File: config.mk
export PLATFORM = sky130hd
export DESIGN_NAME = nmea_zda_time_parser
export DESIGN_NICKNAME = d
export VERILOG_FILES = /design/src/hdl/nzda_pkg.sv /design/src/hdl/nzda_in_stage.sv /design/src/hdl/nzda_parse_core.sv /design/src/hdl/nzda_out_stage.sv /design/src/hdl/nmea_zda_time_parser.sv
export SDC_FILE = /design/constraint.sdc
export NUM_CORES = 1
export LEC_CHECK = 0
export BUFFER_PORTS_ARGS = -buffer_cell sky130_fd_sc_hd__buf_2
export CAP_MARGIN = 25
export CORE_MARGIN = 4
export CORE_UTILIZATION = 55
export CTS_CLUSTER_DIAMETER = 120
export CTS_CLUSTER_SIZE = 20
export DETAILED_ROUTE_END_ITERATION = 8
export GPL_TIMING_DRIVEN = 0
export PLACE_DENSITY = 0.79
export SYNTH_ARGS = -nofsm -noshare
export SYNTH_HDL_FRONTEND = slang
export SYNTH_SLANG_ARGS = --single-unit
File: constraint.sdc
create_clock -name clk -period 3.86 [get_ports clk]
set_input_delay 0.193 -clock clk [delete_from_list [all_inputs] [get_ports clk]]
set_output_delay 0.193 -clock clk [all_outputs]
set_load 0.05 [all_outputs]
File: src/hdl/nzda_pkg.sv
`default_nettype none

package nzda_pkg;

    // One input word: a sentence character or an end-of-message mark
    typedef struct packed {
        logic       cmd;
        logic [7:0] ch;
    } in_item_t;

    typedef enum logic [2:0] {
        ST_OK          = 3'd0,
        ST_EMPTY       = 3'd1,
        ST_NOT_ZDA     = 3'd2,
        ST_FIELD_COUNT = 3'd3,
        ST_DAY         = 3'd4,
        ST_MONTH       = 3'd5,
        ST_YEAR        = 3'd6,
        ST_TIME        = 3'd7
    } status_t;

    typedef struct packed {
        status_t     status;
        logic        date_valid;
        logic        time_valid;
        logic [6:0]  hours;
        logic [6:0]  minutes;
        logic [6:0]  seconds;
        logic [9:0]  milliseconds;
        logic [6:0]  day;
        logic [6:0]  month;
        logic [13:0] year;
    } out_item_t;

    localparam logic CMD_CHAR = 1'b0;
    localparam logic CMD_EOM  = 1'b1;

    localparam logic [3:0] FLD_HEADER = 4'd0;
    localparam logic [3:0] FLD_TIME   = 4'd1;
    localparam logic [3:0] FLD_DAY    = 4'd2;
    localparam logic [3:0] FLD_MONTH  = 4'd3;
    localparam logic [3:0] FLD_YEAR   = 4'd4;
    localparam logic [3:0] FLD_TOTAL  = 4'd8;

    localparam logic [3:0] LEN_SAT        = 4'd15;
    localparam logic [3:0] LEN_HEADER     = 4'd6;
    localparam logic [3:0] LEN_TIME_SHORT = 4'd6;
    localparam logic [3:0] LEN_TIME_LONG  = 4'd10;
    localparam logic [3:0] LEN_DAY        = 4'd2;
    localparam logic [3:0] LEN_MONTH      = 4'd2;
    localparam logic [3:0] LEN_YEAR       = 4'd4;

    localparam logic [7:0] CH_COMMA = 8'h2C;
    localparam logic [7:0] CH_STAR  = 8'h2A;
    localparam logic [7:0] CH_DOT   = 8'h2E;
    localparam logic [7:0] CH_ZERO  = 8'h30;
    localparam logic [7:0] CH_NINE  = 8'h39;

    // Expected header text, one character per position
    function automatic logic [7:0] hdr_char(input logic [2:0] idx);
        logic [7:0] c;
        c = 8'h00;
        unique case (idx)
            3'd0:    c = 8'h24;  // $
            3'd1:    c = 8'h47;  // G
            3'd2:    c = 8'h50;  // P
            3'd3:    c = 8'h5A;  // Z
            3'd4:    c = 8'h44;  // D
            3'd5:    c = 8'h41;  // A
            default: c = 8'h00;
        endcase
        return c;
    endfunction

endpackage

`default_nettype wire

File: src/hdl/nzda_in_stage.sv
`default_nettype none

module nzda_in_stage
    import nzda_pkg::*;
(
    input  wire logic     clk,
    input  wire logic     rst_n,
    input  wire logic     valid,
    output logic          ready,
    input  wire in_item_t item,
    input  wire logic     pop,
    output logic          held_valid,
    output in_item_t      held_item
);

    logic     vld_reg;
    logic     vld_next;
    in_item_t item_reg;

    // Take a new word when nothing is held or the held one leaves this cycle
    assign ready    = !vld_reg || pop;
    assign vld_next = valid ? 1'b1 : (vld_reg && !pop);

    always_ff @(posedge clk or negedge rst_n)
    begin
        if (!rst_n)
        begin
            vld_reg <= 1'b0;
        end
        else if (ready)
        begin
            vld_reg <= vld_next;
        end
    end

    always_ff @(posedge clk)
    begin
        if (valid && ready)
        begin
            item_reg <= item;
        end
    end

    assign held_valid = vld_reg;
    assign held_item  = item_reg;

endmodule

`default_nettype wire

File: src/hdl/nzda_parse_core.sv
`default_nettype none

module nzda_parse_core
    import nzda_pkg::*;
(
    input  wire logic     clk,
    input  wire logic     rst_n,
    input  wire logic     advance,
    input  wire in_item_t item,
    output out_item_t     result
);

    logic [3:0]  fnum_reg, fnum_next;
    logic [3:0]  flen_reg, flen_next;
    logic        saw_reg, saw_next;
    logic        hdr_ok_reg, hdr_ok_next;
    logic [3:0]  tlen_reg, tlen_next;
    logic [3:0]  dlen_reg, dlen_next;
    logic [3:0]  mlen_reg, mlen_next;
    logic [3:0]  ylen_reg, ylen_next;
    logic [3:0]  bad_reg, bad_next;
    logic [6:0]  hour_reg, hour_next;
    logic [6:0]  min_reg, min_next;
    logic [6:0]  sec_reg, sec_next;
    logic [9:0]  frac_reg, frac_next;
    logic [6:0]  day_reg, day_next;
    logic [6:0]  mon_reg, mon_next;
    logic [13:0] year_reg, year_next;

    logic        is_delim;
    logic        is_digit;
    logic [3:0]  dval;
    logic        bad_char;

    // Values as they stand once the last field is closed at end of message
    logic        cl_active;
    logic [3:0]  cl_fnum;
    logic        cl_hdr_ok;
    logic [3:0]  cl_tlen;
    logic [3:0]  cl_dlen;
    logic [3:0]  cl_mlen;
    logic [3:0]  cl_ylen;
    logic        date_ok;
    logic        time_ok;
    status_t     status;

    assign is_delim = (item.ch == CH_COMMA) || (item.ch == CH_STAR);
    assign is_digit = (item.ch >= CH_ZERO) && (item.ch <= CH_NINE);
    assign dval     = is_digit ? item.ch[3:0] : 4'd0;
    assign bad_char = !is_digit;

    always_comb
    begin
        fnum_next   = fnum_reg;
        flen_next   = flen_reg;
        saw_next    = saw_reg;
        hdr_ok_next = hdr_ok_reg;
        tlen_next   = tlen_reg;
        dlen_next   = dlen_reg;
        mlen_next   = mlen_reg;
        ylen_next   = ylen_reg;
        bad_next    = bad_reg;
        hour_next   = hour_reg;
        min_next    = min_reg;
        sec_next    = sec_reg;
        frac_next   = frac_reg;
        day_next    = day_reg;
        mon_next    = mon_reg;
        year_next   = year_reg;

        if (advance && item.cmd == CMD_EOM)
        begin
            // Back to the reset state for the next sentence
            fnum_next   = 4'd0;
            flen_next   = 4'd0;
            saw_next    = 1'b0;
            hdr_ok_next = 1'b1;
            tlen_next   = 4'd0;
            dlen_next   = 4'd0;
            mlen_next   = 4'd0;
            ylen_next   = 4'd0;
            bad_next    = 4'd0;
            hour_next   = 7'd0;
            min_next    = 7'd0;
            sec_next    = 7'd0;
            frac_next   = 10'd0;
            day_next    = 7'd0;
            mon_next    = 7'd0;
            year_next   = 14'd0;
        end
        else if (advance)
        begin
            saw_next = 1'b1;
            if (is_delim)
            begin
                // Close the field; empty fields are dropped
                if (flen_reg != 4'd0)
                begin
                    unique case (fnum_reg)
                        FLD_HEADER: if (flen_reg != LEN_HEADER) hdr_ok_next = 1'b0;
                        FLD_TIME:   tlen_next = flen_reg;
                        FLD_DAY:    dlen_next = flen_reg;
                        FLD_MONTH:  mlen_next = flen_reg;
                        FLD_YEAR:   ylen_next = flen_reg;
                        default:    ;
                    endcase
                    if (fnum_reg != LEN_SAT)
                    begin
                        fnum_next = fnum_reg + 4'd1;
                    end
                    flen_next = 4'd0;
                end
            end
            else
            begin
                unique case (fnum_reg)
                    FLD_HEADER:
                    begin
                        if (flen_reg >= LEN_HEADER)
                        begin
                            hdr_ok_next = 1'b0;
                        end
                        else if (item.ch != hdr_char(flen_reg[2:0]))
                        begin
                            hdr_ok_next = 1'b0;
                        end
                    end
                    FLD_TIME:
                    begin
                        if (flen_reg < 4'd2)
                        begin
                            hour_next   = (hour_reg << 3) + (hour_reg << 1) + 7'(dval);
                            bad_next[0] = bad_reg[0] | bad_char;
                        end
                        else if (flen_reg < 4'd4)
                        begin
                            min_next    = (min_reg << 3) + (min_reg << 1) + 7'(dval);
                            bad_next[0] = bad_reg[0] | bad_char;
                        end
                        else if (flen_reg < 4'd6)
                        begin
                            sec_next    = (sec_reg << 3) + (sec_reg << 1) + 7'(dval);
                            bad_next[0] = bad_reg[0] | bad_char;
                        end
                        else if (flen_reg == 4'd6)
                        begin
                            if (item.ch != CH_DOT)
                            begin
                                bad_next[0] = 1'b1;
                            end
                        end
                        else if (flen_reg < LEN_TIME_LONG)
                        begin
                            frac_next   = (frac_reg << 3) + (frac_reg << 1) + 10'(dval);
                            bad_next[0] = bad_reg[0] | bad_char;
                        end
                    end
                    FLD_DAY:
                    begin
                        if (flen_reg < LEN_DAY)
                        begin
                            day_next    = (day_reg << 3) + (day_reg << 1) + 7'(dval);
                            bad_next[1] = bad_reg[1] | bad_char;
                        end
                    end
                    FLD_MONTH:
                    begin
                        if (flen_reg < LEN_MONTH)
                        begin
                            mon_next    = (mon_reg << 3) + (mon_reg << 1) + 7'(dval);
                            bad_next[2] = bad_reg[2] | bad_char;
                        end
                    end
                    FLD_YEAR:
                    begin
                        if (flen_reg < LEN_YEAR)
                        begin
                            year_next   = (year_reg << 3) + (year_reg << 1) + 14'(dval);
                            bad_next[3] = bad_reg[3] | bad_char;
                        end
                    end
                    default: ;
                endcase
                if (flen_reg != LEN_SAT)
                begin
                    flen_next = flen_reg + 4'd1;
                end
            end
        end
    end

    always_ff @(posedge clk or negedge rst_n)
    begin
        if (!rst_n)
        begin
            fnum_reg   <= 4'd0;
            flen_reg   <= 4'd0;
            saw_reg    <= 1'b0;
            hdr_ok_reg <= 1'b1;
            tlen_reg   <= 4'd0;
            dlen_reg   <= 4'd0;
            mlen_reg   <= 4'd0;
            ylen_reg   <= 4'd0;
            bad_reg    <= 4'd0;
            hour_reg   <= 7'd0;
            min_reg    <= 7'd0;
            sec_reg    <= 7'd0;
            frac_reg   <= 10'd0;
            day_reg    <= 7'd0;
            mon_reg    <= 7'd0;
            year_reg   <= 14'd0;
        end
        else
        begin
            fnum_reg   <= fnum_next;
            flen_reg   <= flen_next;
            saw_reg    <= saw_next;
            hdr_ok_reg <= hdr_ok_next;
            tlen_reg   <= tlen_next;
            dlen_reg   <= dlen_next;
            mlen_reg   <= mlen_next;
            ylen_reg   <= ylen_next;
            bad_reg    <= bad_next;
            hour_reg   <= hour_next;
            min_reg    <= min_next;
            sec_reg    <= sec_next;
            frac_reg   <= frac_next;
            day_reg    <= day_next;
            mon_reg    <= mon_next;
            year_reg   <= year_next;
        end
    end

    // Close the trailing field before judging the sentence
    always_comb
    begin
        cl_active = (flen_reg != 4'd0);
        cl_fnum   = fnum_reg;
        cl_hdr_ok = hdr_ok_reg;
        cl_tlen   = tlen_reg;
        cl_dlen   = dlen_reg;
        cl_mlen   = mlen_reg;
        cl_ylen   = ylen_reg;
        if (cl_active)
        begin
            unique case (fnum_reg)
                FLD_HEADER: if (flen_reg != LEN_HEADER) cl_hdr_ok = 1'b0;
                FLD_TIME:   cl_tlen = flen_reg;
                FLD_DAY:    cl_dlen = flen_reg;
                FLD_MONTH:  cl_mlen = flen_reg;
                FLD_YEAR:   cl_ylen = flen_reg;
                default:    ;
            endcase
            if (fnum_reg != LEN_SAT)
            begin
                cl_fnum = fnum_reg + 4'd1;
            end
        end
    end

    always_comb
    begin
        date_ok = 1'b0;
        time_ok = 1'b0;
        priority if (!saw_reg)
        begin
            status = ST_EMPTY;
        end
        else if (cl_fnum == FLD_HEADER || !cl_hdr_ok)
        begin
            status = ST_NOT_ZDA;
        end
        else if (cl_fnum != FLD_TOTAL)
        begin
            status = ST_FIELD_COUNT;
        end
        else if (cl_dlen != LEN_DAY || bad_reg[1])
        begin
            status = ST_DAY;
        end
        else if (cl_mlen != LEN_MONTH || bad_reg[2])
        begin
            status = ST_MONTH;
        end
        else if (cl_ylen != LEN_YEAR || bad_reg[3])
        begin
            status = ST_YEAR;
        end
        else if ((cl_tlen != LEN_TIME_SHORT && cl_tlen != LEN_TIME_LONG) || bad_reg[0])
        begin
            status  = ST_TIME;
            date_ok = 1'b1;
        end
        else
        begin
            status  = ST_OK;
            date_ok = 1'b1;
            time_ok = 1'b1;
        end
    end

    always_comb
    begin
        result.status       = status;
        result.date_valid   = date_ok;
        result.time_valid   = time_ok;
        result.hours        = time_ok ? hour_reg : 7'd0;
        result.minutes      = time_ok ? min_reg : 7'd0;
        result.seconds      = time_ok ? sec_reg : 7'd0;
        result.milliseconds = (time_ok && cl_tlen == LEN_TIME_LONG) ? frac_reg : 10'd0;
        result.day          = date_ok ? day_reg : 7'd0;
        result.month        = date_ok ? mon_reg : 7'd0;
        result.year         = date_ok ? year_reg : 14'd0;
    end

endmodule

`default_nettype wire

File: src/hdl/nzda_out_stage.sv
`default_nettype none

module nzda_out_stage
    import nzda_pkg::*;
(
    input  wire logic      clk,
    input  wire logic      rst_n,
    input  wire logic      load,
    input  wire out_item_t data,
    output logic           free,
    output logic           valid,
    input  wire logic      ready,
    output out_item_t      item
);

    logic      vld_reg;
    logic      vld_next;
    out_item_t data_reg;

    assign free     = !vld_reg || ready;
    assign vld_next = load ? 1'b1 : (vld_reg && !ready);

    always_ff @(posedge clk or negedge rst_n)
    begin
        if (!rst_n)
        begin
            vld_reg <= 1'b0;
        end
        else
        begin
            vld_reg <= vld_next;
        end
    end

    always_ff @(posedge clk)
    begin
        if (load)
        begin
            data_reg <= data;
        end
    end

    assign valid = vld_reg;
    assign item  = data_reg;

endmodule

`default_nettype wire

File: src/hdl/nmea_zda_time_parser.sv
// ZDA sentence parser. Characters of one sentence arrive as words with cmd low, and a
// word with cmd high closes the sentence and yields one result word with the status and the
// decoded date and time; character words yield nothing. Every word passes through an input
// register and is folded into the field state in the following cycle, unless it is an
// end-of-message word that waits for room in the result register; so one word is taken per
// clock while no such word waits. Only a result word held back by result_ready stalls the
// input, and then only once an end-of-message word is waiting behind it.
`default_nettype none

module nmea_zda_time_parser
    import nzda_pkg::*;
(
    input  wire logic     clk,
    input  wire logic     rst_n,
    input  wire logic     item_valid,
    output logic          item_ready,
    input  wire in_item_t item,
    output logic          result_valid,
    input  wire logic     result_ready,
    output out_item_t     result
);

    logic      held_valid;
    in_item_t  held_item;
    logic      out_free;
    logic      advance;
    logic      load_result;
    out_item_t core_result;

    // Characters never wait; end of message waits for room in the result register
    assign advance     = held_valid && (held_item.cmd == CMD_CHAR || out_free);
    assign load_result = advance && held_item.cmd == CMD_EOM;

    nzda_in_stage u_in_stage (
        .clk        (clk),
        .rst_n      (rst_n),
        .valid      (item_valid),
        .ready      (item_ready),
        .item       (item),
        .pop        (advance),
        .held_valid (held_valid),
        .held_item  (held_item)
    );

    nzda_parse_core u_core (
        .clk     (clk),
        .rst_n   (rst_n),
        .advance (advance),
        .item    (held_item),
        .result  (core_result)
    );

    nzda_out_stage u_out_stage (
        .clk   (clk),
        .rst_n (rst_n),
        .load  (load_result),
        .data  (core_result),
        .free  (out_free),
        .valid (result_valid),
        .ready (result_ready),
        .item  (result)
    );

    a_time_needs_date: assert property (@(posedge clk) disable iff (!rst_n)
        result_valid |-> (!result.time_valid || result.date_valid))
        else $error("time valid without date valid");

    a_ok_matches_time: assert property (@(posedge clk) disable iff (!rst_n)
        result_valid |-> (result.time_valid == (result.status == ST_OK)))
        else $error("time valid disagrees with status");

    a_date_matches_status: assert property (@(posedge clk) disable iff (!rst_n)
        result_valid |->
            (result.date_valid == (result.status == ST_OK || result.status == ST_TIME)))
        else $error("date valid disagrees with status");

    a_char_no_result: assert property (@(posedge clk) disable iff (!rst_n)
        (advance && held_item.cmd == CMD_CHAR && !(result_valid && !result_ready))
            |=> !result_valid)
        else $error("result produced by a character word");

endmodule

`default_nettype wire

* Word level (Yosys, flattened, before mapping)
Cells that the tools add are included.
** Storage, ports and cells
- Flip-flop bits (word level) :: 164
- Input bits :: 13
- Word-level logic and storage cells :: 274
** Operators by class
- Add/subtract/negate cells :: 16
- Magnitude comparators :: 7
- Equal/unequal tests :: 31
- Muxes and demuxes :: 127
- Bitwise gates (word level) :: 6
- Reductions and logical operators :: 53
** Operators with widths (count)
- $mux W7 :: 28
- $mux W4 :: 34
- $mux W10 :: 9
- $mux W14 :: 5
- $pmux W7 S6 :: 1
- $mux W8 :: 5
- $mux W1 :: 39
- $add A7 B4 Y7 :: 5
- $add A7 B7 Y7 :: 5
- $reduce_bool A2 Y1 :: 10
- $eq A8 B6 Y1 const B :: 2
- $ne A4 B4 Y1 const B :: 4
- $reduce_and A4 Y1 :: 4
- $add A14 B14 Y14 :: 1
- $add A14 B4 Y14 :: 1
- $mux W3 :: 4
- $ne A4 B3 Y1 const B :: 3
- $add A10 B10 Y10 :: 1
- $add A10 B4 Y10 :: 1
- $ne A2 B2 Y1 const B :: 5
- $reduce_and A5 Y1 :: 2
- $logic_or A1 B1 Y1 :: 9
- $add A4 B1 Y4 const B :: 2
- $eq A4 B2 Y1 const B :: 2
- 32 further kinds :: 58

* Logic depth before layout (Yosys ltp)
Gate-level depths: netlist of the first run.
- Depth in word-level cells :: 14
- Depth in mapped cells :: 14
- Depth with buffers taken out :: 13

* Cells and area by module
A second synthesis of the first run with hierarchy kept.
** Unflattened totals
- Cells, all modules :: 815
- Area, all modules :: 9265.1 sq um
** Modules (own cells, without submodules)
- nzda_parse_core :: times used 1, cells each 732, area each 6952.9 sq um, sequential area each 2228.4 sq um
- nzda_out_stage :: times used 1, cells each 67, area each 1969.4 sq um, sequential area each 1946.9 sq um
- nzda_in_stage :: times used 1, cells each 13, area each 324.1 sq um, sequential area each 295.3 sq um
- nmea_zda_time_parser :: times used 1, cells each 3, area each 18.8 sq um, sequential area each 0.0 sq um

* Worst setup path before layout of the first run
OpenSTA, ideal clock, no wires.
- Path type :: flip-flop to flip-flop
- Start :: register u_in_stage.item_reg (netlist bit u_in_stage.held_item[6])
- End :: register u_core.year_reg[12]
- Setup time :: 0.121 ns
- Arrival :: 3.492 ns
- Data required time :: 3.739 ns
- Setup slack :: 0.247 ns
- Stages on the path, launching flop included :: 15
- Path buffers :: 1
- Clock period less this slack :: 3.613 ns
- Path through :: edfxtp_1 -> or3b_1 -> nor3b_1 -> clkbuf_1 -> nand2_1 -> xnor2_1 -> ha_1 -> inv_1 -> fa_1 -> nand2b_1 -> a21oi_1 -> a21oi_1 -> o21ai_0 -> xor2_1 -> a22o_1
** On the way
- Word-level cells in the longest chain between the ends :: 9
- Elaborated cells on any way between the ends :: 15
- Classes of those cells :: add/sub: 1; order compare: 2; eq/ne: 3; mux: 6; reduce/logical: 3
** Ends and longest elaborated chain
- start: declaration :: line nzda_in_stage.sv:18 : in_item_t item_reg;
- start signal: assignment :: line nzda_in_stage.sv:40 : item_reg <= item;
- $ge A8 B6 Y1 / $le A8 B6 Y1 (equally long branches) :: line nzda_parse_core.sv:48 : assign is_digit = (item.ch >= CH_ZERO) && (item.ch <= CH_NINE);
- $logic_and A1 B1 Y1 :: line nzda_parse_core.sv:48
- $mux W4 :: line nzda_parse_core.sv:49 : assign dval = is_digit ? item.ch[3:0] : 4'd0;
- $add A14 B4 Y14 :: line nzda_parse_core.sv:178 : year_next = (year_reg << 3) + (year_reg << 1) + 14'(dval);
- $mux W14 :: line nzda_parse_core.sv:176 : if (flen_reg < LEN_YEAR)
- $mux W14 :: line nzda_parse_core.sv:116 : unique case (fnum_reg)
- $mux W14 :: line nzda_parse_core.sv:94 : if (is_delim)
- $mux W14 :: line nzda_parse_core.sv:91 : else if (advance)
- $mux W14 :: line nzda_parse_core.sv:71 : if (advance && item.cmd == CMD_EOM)
- end signal: assignment :: line nzda_parse_core.sv:230 : year_reg <= year_next;
- end: declaration :: line nzda_parse_core.sv:28 : logic [13:0] year_reg, year_next;
Parallel ways exist; a longest one is shown, timed or not. The select of a mux whose other input is x is not followed.
A chain may end at the register's enable or synchronous reset.

* Worst setup path after layout of the first run
Same ends and word-level chain as after synthesis.

==> impl_metrics.json, run 1 <==
{
  "synth.most_common_cell": "ha_1",
  "yosysWarnings": 0,
  "min_period_ps": 3640,
  "drive_gt1_share_pct": 15.4,
  "synth.distinct_cells": 62,
  "pwr_density_cell_nw_per_um2": 442,
  "cts_sinks": 164,
  "die_w_um": 138,
  "drt_iter0_drc": 501,
  "fmax_mhz": 275,
  "core_um2": 16600,
  "setup.worst_path.start_class": "flip-flop",
  "antenna_found_initial": 0,
  "path_cells": "or3b_1, nor3b_2, buf_4, nand2_4, xnor2_1, ha_1, inv_1, fa_1, nand2b_1, a21oi_2, a21oi_1, o21ai_0, xor2_1, a22o_1",
  "antenna_left": 0,
  "path_clk_slew_ps": 60,
  "firstDrtPassIters": 5,
  "ys_ff_latch": 164,
  "tightest_slew_ps": 922,
  "area_growth_pct": 15.4,
  "tns_ps": 0,
  "slew_viol_final": 0,
  "ios": 79,
  "routedWlPerCell_um": 17.0,
  "portBuffers": 78,
  "synth_top_cell_by_area": "dfrtp_1",
  "ctsRootBufferMaster": "clkbuf_16",
  "critical_path.top_delay_family": "simple AND/OR/NAND/NOR gates",
  "hp-class": "input pin to flip-flop",
  "rsz0062_at_grt": "no",
  "dp_slack_ps": -512,
  "min_from": "result_ready",
  "nFillCells": 1255,
  "rows": 47,
  "initial_utilization_pct": 56.2,
  "crit_fanout": 10,
  "vias": 6714,
  "syn_avg_cell_area_um2": 11.1,
  "drc": 0,
  "postSynth.asyncResetShare_pct": 55.5,
  "report.final.setup_viol": 0,
  "finalCritPeriodShare_pct": 94.3,
  "r2r_cells": 14,
  "gp_congestion": 0.948,
  "cts_tree": "built",
  "synth_top_area_share_pct": 24.1,
  "hold_depth": 3,
  "r2r-end": "u_core.year_reg[12]$_DFFE_PN0P_",
  "cts_setup_buffers": 0,
  "status": "finished clean",
  "yosysSeqAreaShare_pct": 47.8,
  "clk_path_buf_depth": 2,
  "synth_edf_count": 73,
  "clock_skew_ps": 10.5,
  "synth_nets": 959,
  "routed_wl_mm": 20.2,
  "syn_inst": 843,
  "htreeDepth": 4,
  "fin_ws_ps": 219,
  "maxCapViolations": 0,
  "antennaDiodeCount": 0,
  "synth_top_cells_by_count": "96 x ha_1, 90 x dfrtp_1, 86 x nand2_1",
  "numCtsBuffers": 17,
  "r2r_start": "u_in_stage.held_item[6]$_DFFE_PP_",
  "fp.dieArea_um2": 19100,
  "insertion_delay_ps": 430,
  "min_to": "u_out_stage.valid$_DFF_PN0_",
  "yosys-top-cells-area": "dfrtp_1 24%, edfxtp_1 23%, ha_1 13%",
  "synthesis.area_um2": 9350,
  "crit_arrival_ps": 3960,
  "ys_dominant_reg_cell": "dfrtp_1",
  "grt_overflow_total": 0,
  "max-slew-margin-rel_pct": 38.0,
  "p_leak_nw": 5.19,
  "critPathRequiredTime_ps": 4180,
  "critPathKind": "flip-flop to flip-flop",
  "first_global_vias": 6759,
  "grt_first_pass_wirelength_mm": 33.7,
  "largest_register_ffs": 64,
  "die_y_um": 138,
  "vias_per_cell": 5.66,
  "path_buf_inv": 2,
  "max_stage_delay_ps": 480,
  "ir_drop_mv": 0.319,
  "reg2reg_slack_ps": 220,
  "grt_max_degree": 70,
  "finalHoldViolations": 0,
  "endpoint_kind": "flip-flop",
  "nets": 1069,
  "hpwl_mm": 14.4,
  "grt_usage_pct": 21.5,
  "cpMaxStageDelayCell": "or3b_1"
}
worst register-to-register path, delay by kind of cell, from the launching register on:
kind	cells	cell delay (ps)
fa+ha+maj	2	750
compound gates	4	760
flops	1	430
xor+xnor	2	270
simple gates	4	1010
buf+inv	2	290
cell type report:
cell class                 instances  area (um^2)  area share, %
inverter                          34          128           1.18
multi-input combinational        615         4630           42.9
buffer                            30          149           1.38
tap                              220          275           2.55
sequential                       164         4470           41.4
timing repair buffer              91          558           5.17
clock inverter                    10          106          0.986
clock buffer                      22          474           4.39
how the worst max path moves through the flow:
stage                                 startpoint                         endpoint  slack [ps]  depth (start not counted)
2_1_floorplan  u_in_stage.held_item[6]$_DFFE_PP_  u_core.year_reg[12]$_DFFE_PN0P_         250                         14
3_3_place_gp   u_in_stage.held_item[6]$_DFFE_PP_  u_core.year_reg[12]$_DFFE_PN0P_        -470                         14
3_5_place_dp   u_in_stage.held_item[6]$_DFFE_PP_  u_core.year_reg[12]$_DFFE_PN0P_        -510                         14
4_1_cts        u_in_stage.held_item[6]$_DFFE_PP_  u_core.year_reg[12]$_DFFE_PN0P_           7                         14
5_1_grt        u_in_stage.held_item[6]$_DFFE_PP_  u_core.year_reg[12]$_DFFE_PN0P_          30                         14
6_report       u_in_stage.held_item[6]$_DFFE_PP_  u_core.year_reg[12]$_DFFE_PN0P_         220                         14
through the flow:
stage / hold slack [ps] / util (%) / instance area, um^2 / total power (W) / instances
after floorplan: -103 / - / 9350 / 0.00285 / 843
after global placement: 370 / 60.2 / 10000 / 0.00305 / 1141
after detailed placement: 115 / 60.5 / 10100 / 0.00310 / 1143
after CTS: 81.4 / 64.8 / 10800 / 0.00479 / 1186
after global routing: 113 / 64.8 / 10800 / 0.00499 / 1186
final: 96.8 / 64.8 / 10800 / 0.00477 / 1186
layout by cell type (no fill, tap or decap), types with 4 or more instances in the layout:
cell           netlist  layout
a32o_1               4       4
clkbuf_16            0      17
inv_1               33      33
dlygate4sd3_1        0      11
o21ai_0             32      32
dfrtp_1             90      90
a31oi_1              5       5
xnor2_1             33      33
edfxtp_1            73      73
a22o_1              30      30
mux2_2               7       7
nor2b_1             10      10
buf_4                2       4
o31ai_1             27      27
o211ai_1             5       5
buf_2               10      87
nand2_1             86      85
clkbuf_1            16      16
o21ai_1              4       4
ha_1                96      96
nor4_1               5       5
or3_1                6       6
a21oi_1             33      32
a21o_1              25      25
and3_1               4       4
and2_1              64      62
nand3_1             16      16
xor2_1              28      28
nand2b_1             7       7
fa_1                 7       7
o21a_1               5       5
nor2_1              30      30
nor3_1               9       9
metal layers:
metal | global-route usage, % | vias to the layer above | part of all wire, %
met5 | 0 | - | 0
met4 | 8.06 | 0 | 2.6
met3 | 5.15 | 45 | 6.2
met2 | 35.6 | 224 | 48
met1 | 27.5 | 3204 | 43
li1 | - | 3241 | -
power breakdown:
part / leakage (nW) / total [W] / internal (W) / switching (W)
clock network: 0.281 / 0.00167 / 0.000997 / 0.000676
logic: 2.98 / 0.000986 / 0.000368 / 0.000618
registers: 1.93 / 0.00211 / 0.00198 / 0.000133
repair_timing:
item	in CTS	in global routing
gates resized for setup	6	5
endpoints found under the setup margin	16	4
hold endpoints to repair	32	0
gates cloned	0	0
hold buffers	11	0
kinds of logic after synthesis:
family | count (synthesis) | share of synthesized area (%)
flops | 164 | 47.8
compound gates | 185 | 13.6
simple gates | 256 | 14.4
xor+xnor | 61 | 5.72
buf+inv | 64 | 2.88
mux | 10 | 1.16
fa+ha+maj | 103 | 14.3
Note: power is estimated with default switching activity, not from simulation.
==> run 2: changes to the inputs <==
SETUP_SLACK_MARGIN = 0.3   (was unset)
==> run 2 against run 1 <==
Effect of this change:
- cell area grew 0.56%
- power shrank 1.3%
- combinational power is essentially flat
- worst hold slack gained 1.1 ps
- utilization grew 0.36 points
- critical path type unchanged
- critical endpoint is now u_core.year_reg[8]$_DFFE_PN0P_
==> impl_metrics.json, run 2 (same netlist as run 1, synthesis figures left out) <==
{
  "rsz0062_at_grt": "yes",
  "maxCapViolations": 0,
  "nets": 1074,
  "layout.cells.non_filler": 1191,
  "insertion_delay_ps": 440,
  "die_y_um": 138,
  "max-slew-margin-rel_pct": 36.8,
  "antenna_found_initial": 0,
  "die_w_um": 138,
  "final_common_cell": "ha_1",
  "critical_path.top_delay_family": "simple AND/OR/NAND/NOR gates",
  "tns_ps": 0,
  "first_global_vias": 6862,
  "cpMaxStageDelayCell": "fa_1",
  "path_cells": "or3b_4, nor3b_4, buf_6, nand2_8, xnor2_1, ha_1, inv_1, fa_1, nand2b_1, a21oi_2, buf_4, a31oi_1, xnor2_1, a22o_1",
  "placed_area_um2": 10100,
  "grt_overflow_total": 0,
  "p_switching_w": 0.00143,
  "cts_tree": "built",
  "vias": 6825,
  "drc": 0,
  "crit_arrival_ps": 3760,
  "final_cell_mix": "96 x ha_1, 90 x dfrtp_1, 87 x buf_2",
  "min_period_ps": 3440,
  "path_clk_slew_ps": 60,
  "p_comb_share_pct": 20.9,
  "critPathKind": "flip-flop to flip-flop",
  "critPathRequiredTime_ps": 4180,
  "cts_sinks": 164,
  "gp_congestion": 0.952,
  "setup.worst_path.start_class": "flip-flop",
  "path_buf_inv": 3,
  "firstDrtPassIters": 5,
  "dpl.cell_count": 1143,
  "grt_first_pass_wirelength_mm": 33.8,
  "slew_viol_final": 0,
  "grt_max_degree": 70,
  "crit_fanout": 7,
  "hpwl_mm": 14.4,
  "ir_drop_mv": 0.326,
  "finalCritPeriodShare_pct": 89.1,
  "fp.dieArea_um2": 19100,
  "rows": 47,
  "reg2reg_slack_ps": 420,
  "report.final.setup_viol": 0,
  "max_stage_delay_ps": 470,
  "antenna_left": 0,
  "finalHoldViolations": 0,
  "clock_skew_ps": 9.76,
  "ctsRootBufferMaster": "clkbuf_16",
  "routed_wl_mm": 20.4,
  "status": "finished clean",
  "grt_usage_pct": 21.6,
  "p_int_w": 0.00328,
  "routedWlPerCell_um": 17.1,
  "antennaDiodeCount": 0,
  "clk_path_buf_depth": 2,
  "ios": 79,
  "fmax_mhz": 291,
  "drive_gt1_share_pct": 16.4,
  "final_area_um2": 10900,
  "p_leak_nw": 5.23,
  "p_seq_share_pct": 44.9,
  "portBuffers": 78,
  "endpoint_kind": "flip-flop",
  "htreeDepth": 4,
  "drt_iter0_drc": 631,
  "crit_top_cell": "xnor2_1",
  "largest_register_ffs": 64,
  "tightest_slew_ps": 940,
  "area_growth_pct": 16.1,
  "pwr_density_cell_nw_per_um2": 434,
  "core_um2": 16600,
  "numCtsBuffers": 17,
  "clkPwrFrac_pct": 34.2,
  "initial_utilization_pct": 56.2,
  "vias_per_cell": 5.73,
  "p_sw_share_pct": 30.3,
  "hp-class": "input pin to flip-flop"
}
[run 2: metrics by stage]
step           hold WS [ps]  total power (W)  utilization, %  setup WS (ps)
3_5_place_dp            113          0.00310            60.6           -425
3_3_place_gp            371          0.00305            60.2           -358
6_report               97.9          0.00471            65.2            420
5_1_grt                 113          0.00494            65.2            304
2_1_floorplan          -103          0.00285               -            337
4_1_cts                78.7          0.00472            64.9            351
[run 2: cell type report]
type | instances | area (um^2)
inverter | 34 | 128
timing repair buffer | 96 | 596
sequential | 164 | 4470
fill | 1217 | 5790
multi-input combinational | 615 | 4660
buffer | 30 | 155
tap | 220 | 275
clock inverter | 7 | 46.3
clock buffer | 25 | 517
[run 2: final timing paths]
kind | start | to | depth (start not counted)
setup / recovery | u_in_stage.held_item[6]$_DFFE_PP_ | u_core.year_reg[8]$_DFFE_PN0P_ | 14
hold / removal | result_ready | u_out_stage.valid$_DFF_PN0_ | 3
setup reg to reg | u_in_stage.held_item[6]$_DFFE_PP_ | u_core.year_reg[8]$_DFFE_PN0P_ | 14
hold reg to reg | u_core.sec_reg[6]$_DFFE_PN0P_ | u_core.sec_reg[6]$_DFFE_PN0P_ | 2
max in group asynchronous | rst_n | u_core.tlen_reg[1]$_DFFE_PN0P_ | 3
min in group asynchronous | rst_n | u_core.hour_reg[5]$_DFFE_PN0P_ | 2
[run 2: timing repair]
item,in CTS,in global routing
resized for setup,10,12
setup buffers,4,1
hold buffers,11,0
setup endpoints to repair,22,40
endpoints found under the hold margin,32,0
pin swaps,1,4
[run 2: power groups by stage]
stage	Clock [W]	Sequential (W)	Combinational (W)
floorplan	0	0.00222	0.000625
global placement	0	0.00214	0.000910
detailed placement	0	0.00214	0.000961
CTS	0.00163	0.00211	0.000977
global route	0.00171	0.00213	0.00110
finish	0.00161	0.00211	0.000985
[run 2: per-layer routing]
metal,up-vias,track usage [%],part of all wire (%)
met5,-,0,0
met4,0,9.10,3.2
met3,48,4.52,5.5
met2,211,35.9,48
met1,3296,27.8,43
li1,3270,-,-
[run 2: worst register-to-register path, delay by kind of cell, from the launching register on]
kind | cells | cell delay (ps)
and+or+nand+nor | 4 | 960
adders and majority gates | 2 | 770
AOI/OAI and AO/OA | 3 | 500
DFF | 1 | 390
buffers and inverters | 3 | 390
xor gates and xnor gates | 2 | 300
==> run 3: changes to the inputs <==
ABC_AREA = 1   (was unset)
==> run 3 against run 2 <==
Effect of this change:
- utilization down 0.18 points
- via count up 13%
- power up 33%
- count of clock-buffer cells in the layout down 6
- clock skew down 0.75 ps
==> impl_metrics.json, run 3 <==
{
  "status": "finished clean",
  "antennaDiodeCount": 0,
  "postSynth.asyncResetShare_pct": 55.5,
  "power_w": 0.00624,
  "crit_fanout": 10,
  "die_y_um": 141,
  "nets": 1308,
  "p_int_w": 0.00392,
  "synth.most_common_cell": "nand2_1",
  "crit_arrival_ps": 3610,
  "report.final.setup_viol": 0,
  "hp-class": "input pin to flip-flop",
  "antenna_left": 0,
  "layout.cells.non_filler": 1430,
  "fin_ws_ps": 551,
  "drive_gt1_share_pct": 16.7,
  "clk_path_buf_depth": 2,
  "rsz0062_at_grt": "no",
  "vias": 7691,
  "yosysWarnings": 0,
  "cts_sinks": 164,
  "p_comb_share_pct": 34.1,
  "synth_top_cell_by_area": "dfrtp_1",
  "largest_register_ffs": 64,
  "setup.worst_path.start_class": "flip-flop",
  "portBuffers": 78,
  "dpl.cell_count": 1383,
  "clock_skew_ps": 9.01,
  "finalHoldViolations": 0,
  "final_util_pct": 65.0,
  "drc": 0,
  "synth_top_area_share_pct": 23.1,
  "pwr_density_cell_nw_per_um2": 553,
  "area_growth_pct": 15.5,
  "critical_path.top_delay_family": "simple AND/OR/NAND/NOR gates",
  "synth_nets": 1194,
  "path_cells": "inv_1, o21ai_2, inv_1, nand2_4, buf_6, xor2_1, inv_1, ha_1, o21bai_1, ha_1, a21oi_1, nand2_1, nand4_1, nand3_1, or2_2, nand3_1, o21ai_0",
  "firstDrtPassIters": 5,
  "critPathKind": "flip-flop to flip-flop",
  "first_global_vias": 7412,
  "grt_max_degree": 63,
  "tns_ps": 0,
  "endpoint_kind": "flip-flop",
  "synth_top_cells_by_count": "208 x nand2_1, 161 x inv_1, 96 x ha_1",
  "fp.dieArea_um2": 20000,
  "p_leak_nw": 5.40,
  "synth.distinct_cells": 44,
  "grt_first_pass_wirelength_mm": 35.5,
  "min_period_ps": 3310,
  "insertion_delay_ps": 440,
  "ios": 79,
  "drt_iter0_drc": 541,
  "yosysSeqAreaShare_pct": 45.8,
  "finalCritPeriodShare_pct": 85.7,
  "max-slew-margin-rel_pct": 49.4,
  "numCtsBuffers": 17,
  "ir_drop_mv": 0.384,
  "tightest_slew_ps": 757,
  "ys_ff_latch": 164,
  "path_buf_inv": 4,
  "rows": 48,
  "hpwl_mm": 15.3,
  "ys_dominant_reg_cell": "dfrtp_1",
  "p_sw_share_pct": 37.2,
  "p_seq_share_pct": 37.6,
  "antenna_found_initial": 0,
  "die_w_um": 141,
  "maxCapViolations": 0,
  "slew_viol_final": 0,
  "gp_congestion": 0.882,
  "routed_wl_mm": 21.4,
  "cpMaxStageDelayCell": "edfxtp_1",
  "ctsRootBufferMaster": "clkbuf_16",
  "final_cell_mix": "207 x nand2_1, 161 x inv_1, 96 x ha_1",
  "crit_top_cell": "inv_1",
  "yosys-top-cells-area": "dfrtp_1 23%, edfxtp_1 22%, ha_1 12%",
  "cts_tree": "built",
  "p_switching_w": 0.00232,
  "routedWlPerCell_um": 14.9,
  "critPathRequiredTime_ps": 4160,
  "synthesis.area_um2": 9770,
  "dp_slack_ps": -9.10,
  "initial_utilization_pct": 56.3,
  "synth_edf_count": 73,
  "grt_usage_pct": 22.1,
  "vias_per_cell": 5.38,
  "fmax_mhz": 302,
  "path_clk_slew_ps": 70,
  "syn_avg_cell_area_um2": 9.06,
  "grt_overflow_total": 0,
  "clkPwrFrac_pct": 28.3,
  "syn_inst": 1078,
  "core_um2": 17400,
  "max_stage_delay_ps": 480,
  "htreeDepth": 4,
  "final_common_cell": "nand2_1"
}
## run 3: cell types whose count changed after synthesis, sizes merged, moves of 10 or more
cell and delta:
a21o -24, a22o -30, and2 -64, inv +135, nand2 +129, nand3 +40, nor2 +72, nor2b -10
o21ai +55, o22ai +23, o31ai -24, or2 +13, xnor2 -22
## run 3: logic make-up after synthesis
kind of cell / count (synthesis) / share of synthesized area, %
xor+xnor: 34 / 3.05
compound gates: 174 / 9.78
buf+inv: 193 / 8.00
flops: 164 / 45.8
mux: 2 / 0.218
simple gates: 408 / 19.5
fa+ha+maj: 103 / 13.7
## run 3: area by class of cell
type,instances,area [um^2]
sequential,164,4470
tap,225,282
multi-input combinational,721,4540
buffer,22,150
clock inverter,13,170
fill,1336,6070
timing repair buffer,95,588
inverter,171,642
clock buffer,19,443
## run 3: worst paths after layout
kind,startpoint,endpoint,slack (ps),depth (start not counted)
max reg2reg,u_in_stage.held_item[3]$_DFFE_PP_,u_core.frac_reg[9]$_DFFE_PN0P_,550,17
min,result_ready,u_out_stage.valid$_DFF_PN0_,30,4
min in group asynchronous,rst_n,u_core.flen_reg[1]$_DFFE_PN0P_,300,2
min reg2reg,u_core.hdr_ok_reg$_DFFE_PN1P_,u_core.hdr_ok_reg$_DFFE_PN1P_,470,2
max in group asynchronous,rst_n,u_core.frac_reg[8]$_DFFE_PN0P_,2900,3
max,u_in_stage.held_item[3]$_DFFE_PP_,u_core.frac_reg[9]$_DFFE_PN0P_,550,17
## run 3: routing by layer
layer	global-route usage (%)	wire (um)	vias up	part of all wire, %
li1	-	-	3781	-
met1	27.6	9070	3672	42
met2	37.9	10800	206	50
met3	4.95	1100	32	5.2
met4	7.55	412	0	1.9
met5	0	0	-	0
## run 3: worst min-delay path: cells and delay by family
kind / cells / cell delay (ps)
buffers and inverters: 2 / 140
AND/OR/NAND/NOR: 2 / 100
## run 3: power by group through the flow
stage	registers [W]	clock network (W)	logic, W
6_report	0.00235	0.00177	0.00213
4_1_cts	0.00234	0.00178	0.00213
5_1_grt	0.00237	0.00186	0.00240
3_3_place_gp	0.00236	0	0.00199
2_1_floorplan	0.00240	0	0.00156
3_5_place_dp	0.00237	0	0.00208
## run 3: through the flow
step	hold WS (ps)	area (um^2)
5_1_grt	42.4	11300
3_3_place_gp	369	10400
2_1_floorplan	-103	9770
3_5_place_dp	237	10500
6_report	30.5	11300
4_1_cts	11.2	11200
## run 3: repair_timing
item | in CTS | in global routing
setup buffers | 0 | 4
gates cloned | 0 | 0
endpoints found under the hold margin | 51 | 0
hold buffers | 11 | 0
endpoints found under the setup margin | 10 | 7
gates resized for setup | 3 | 6
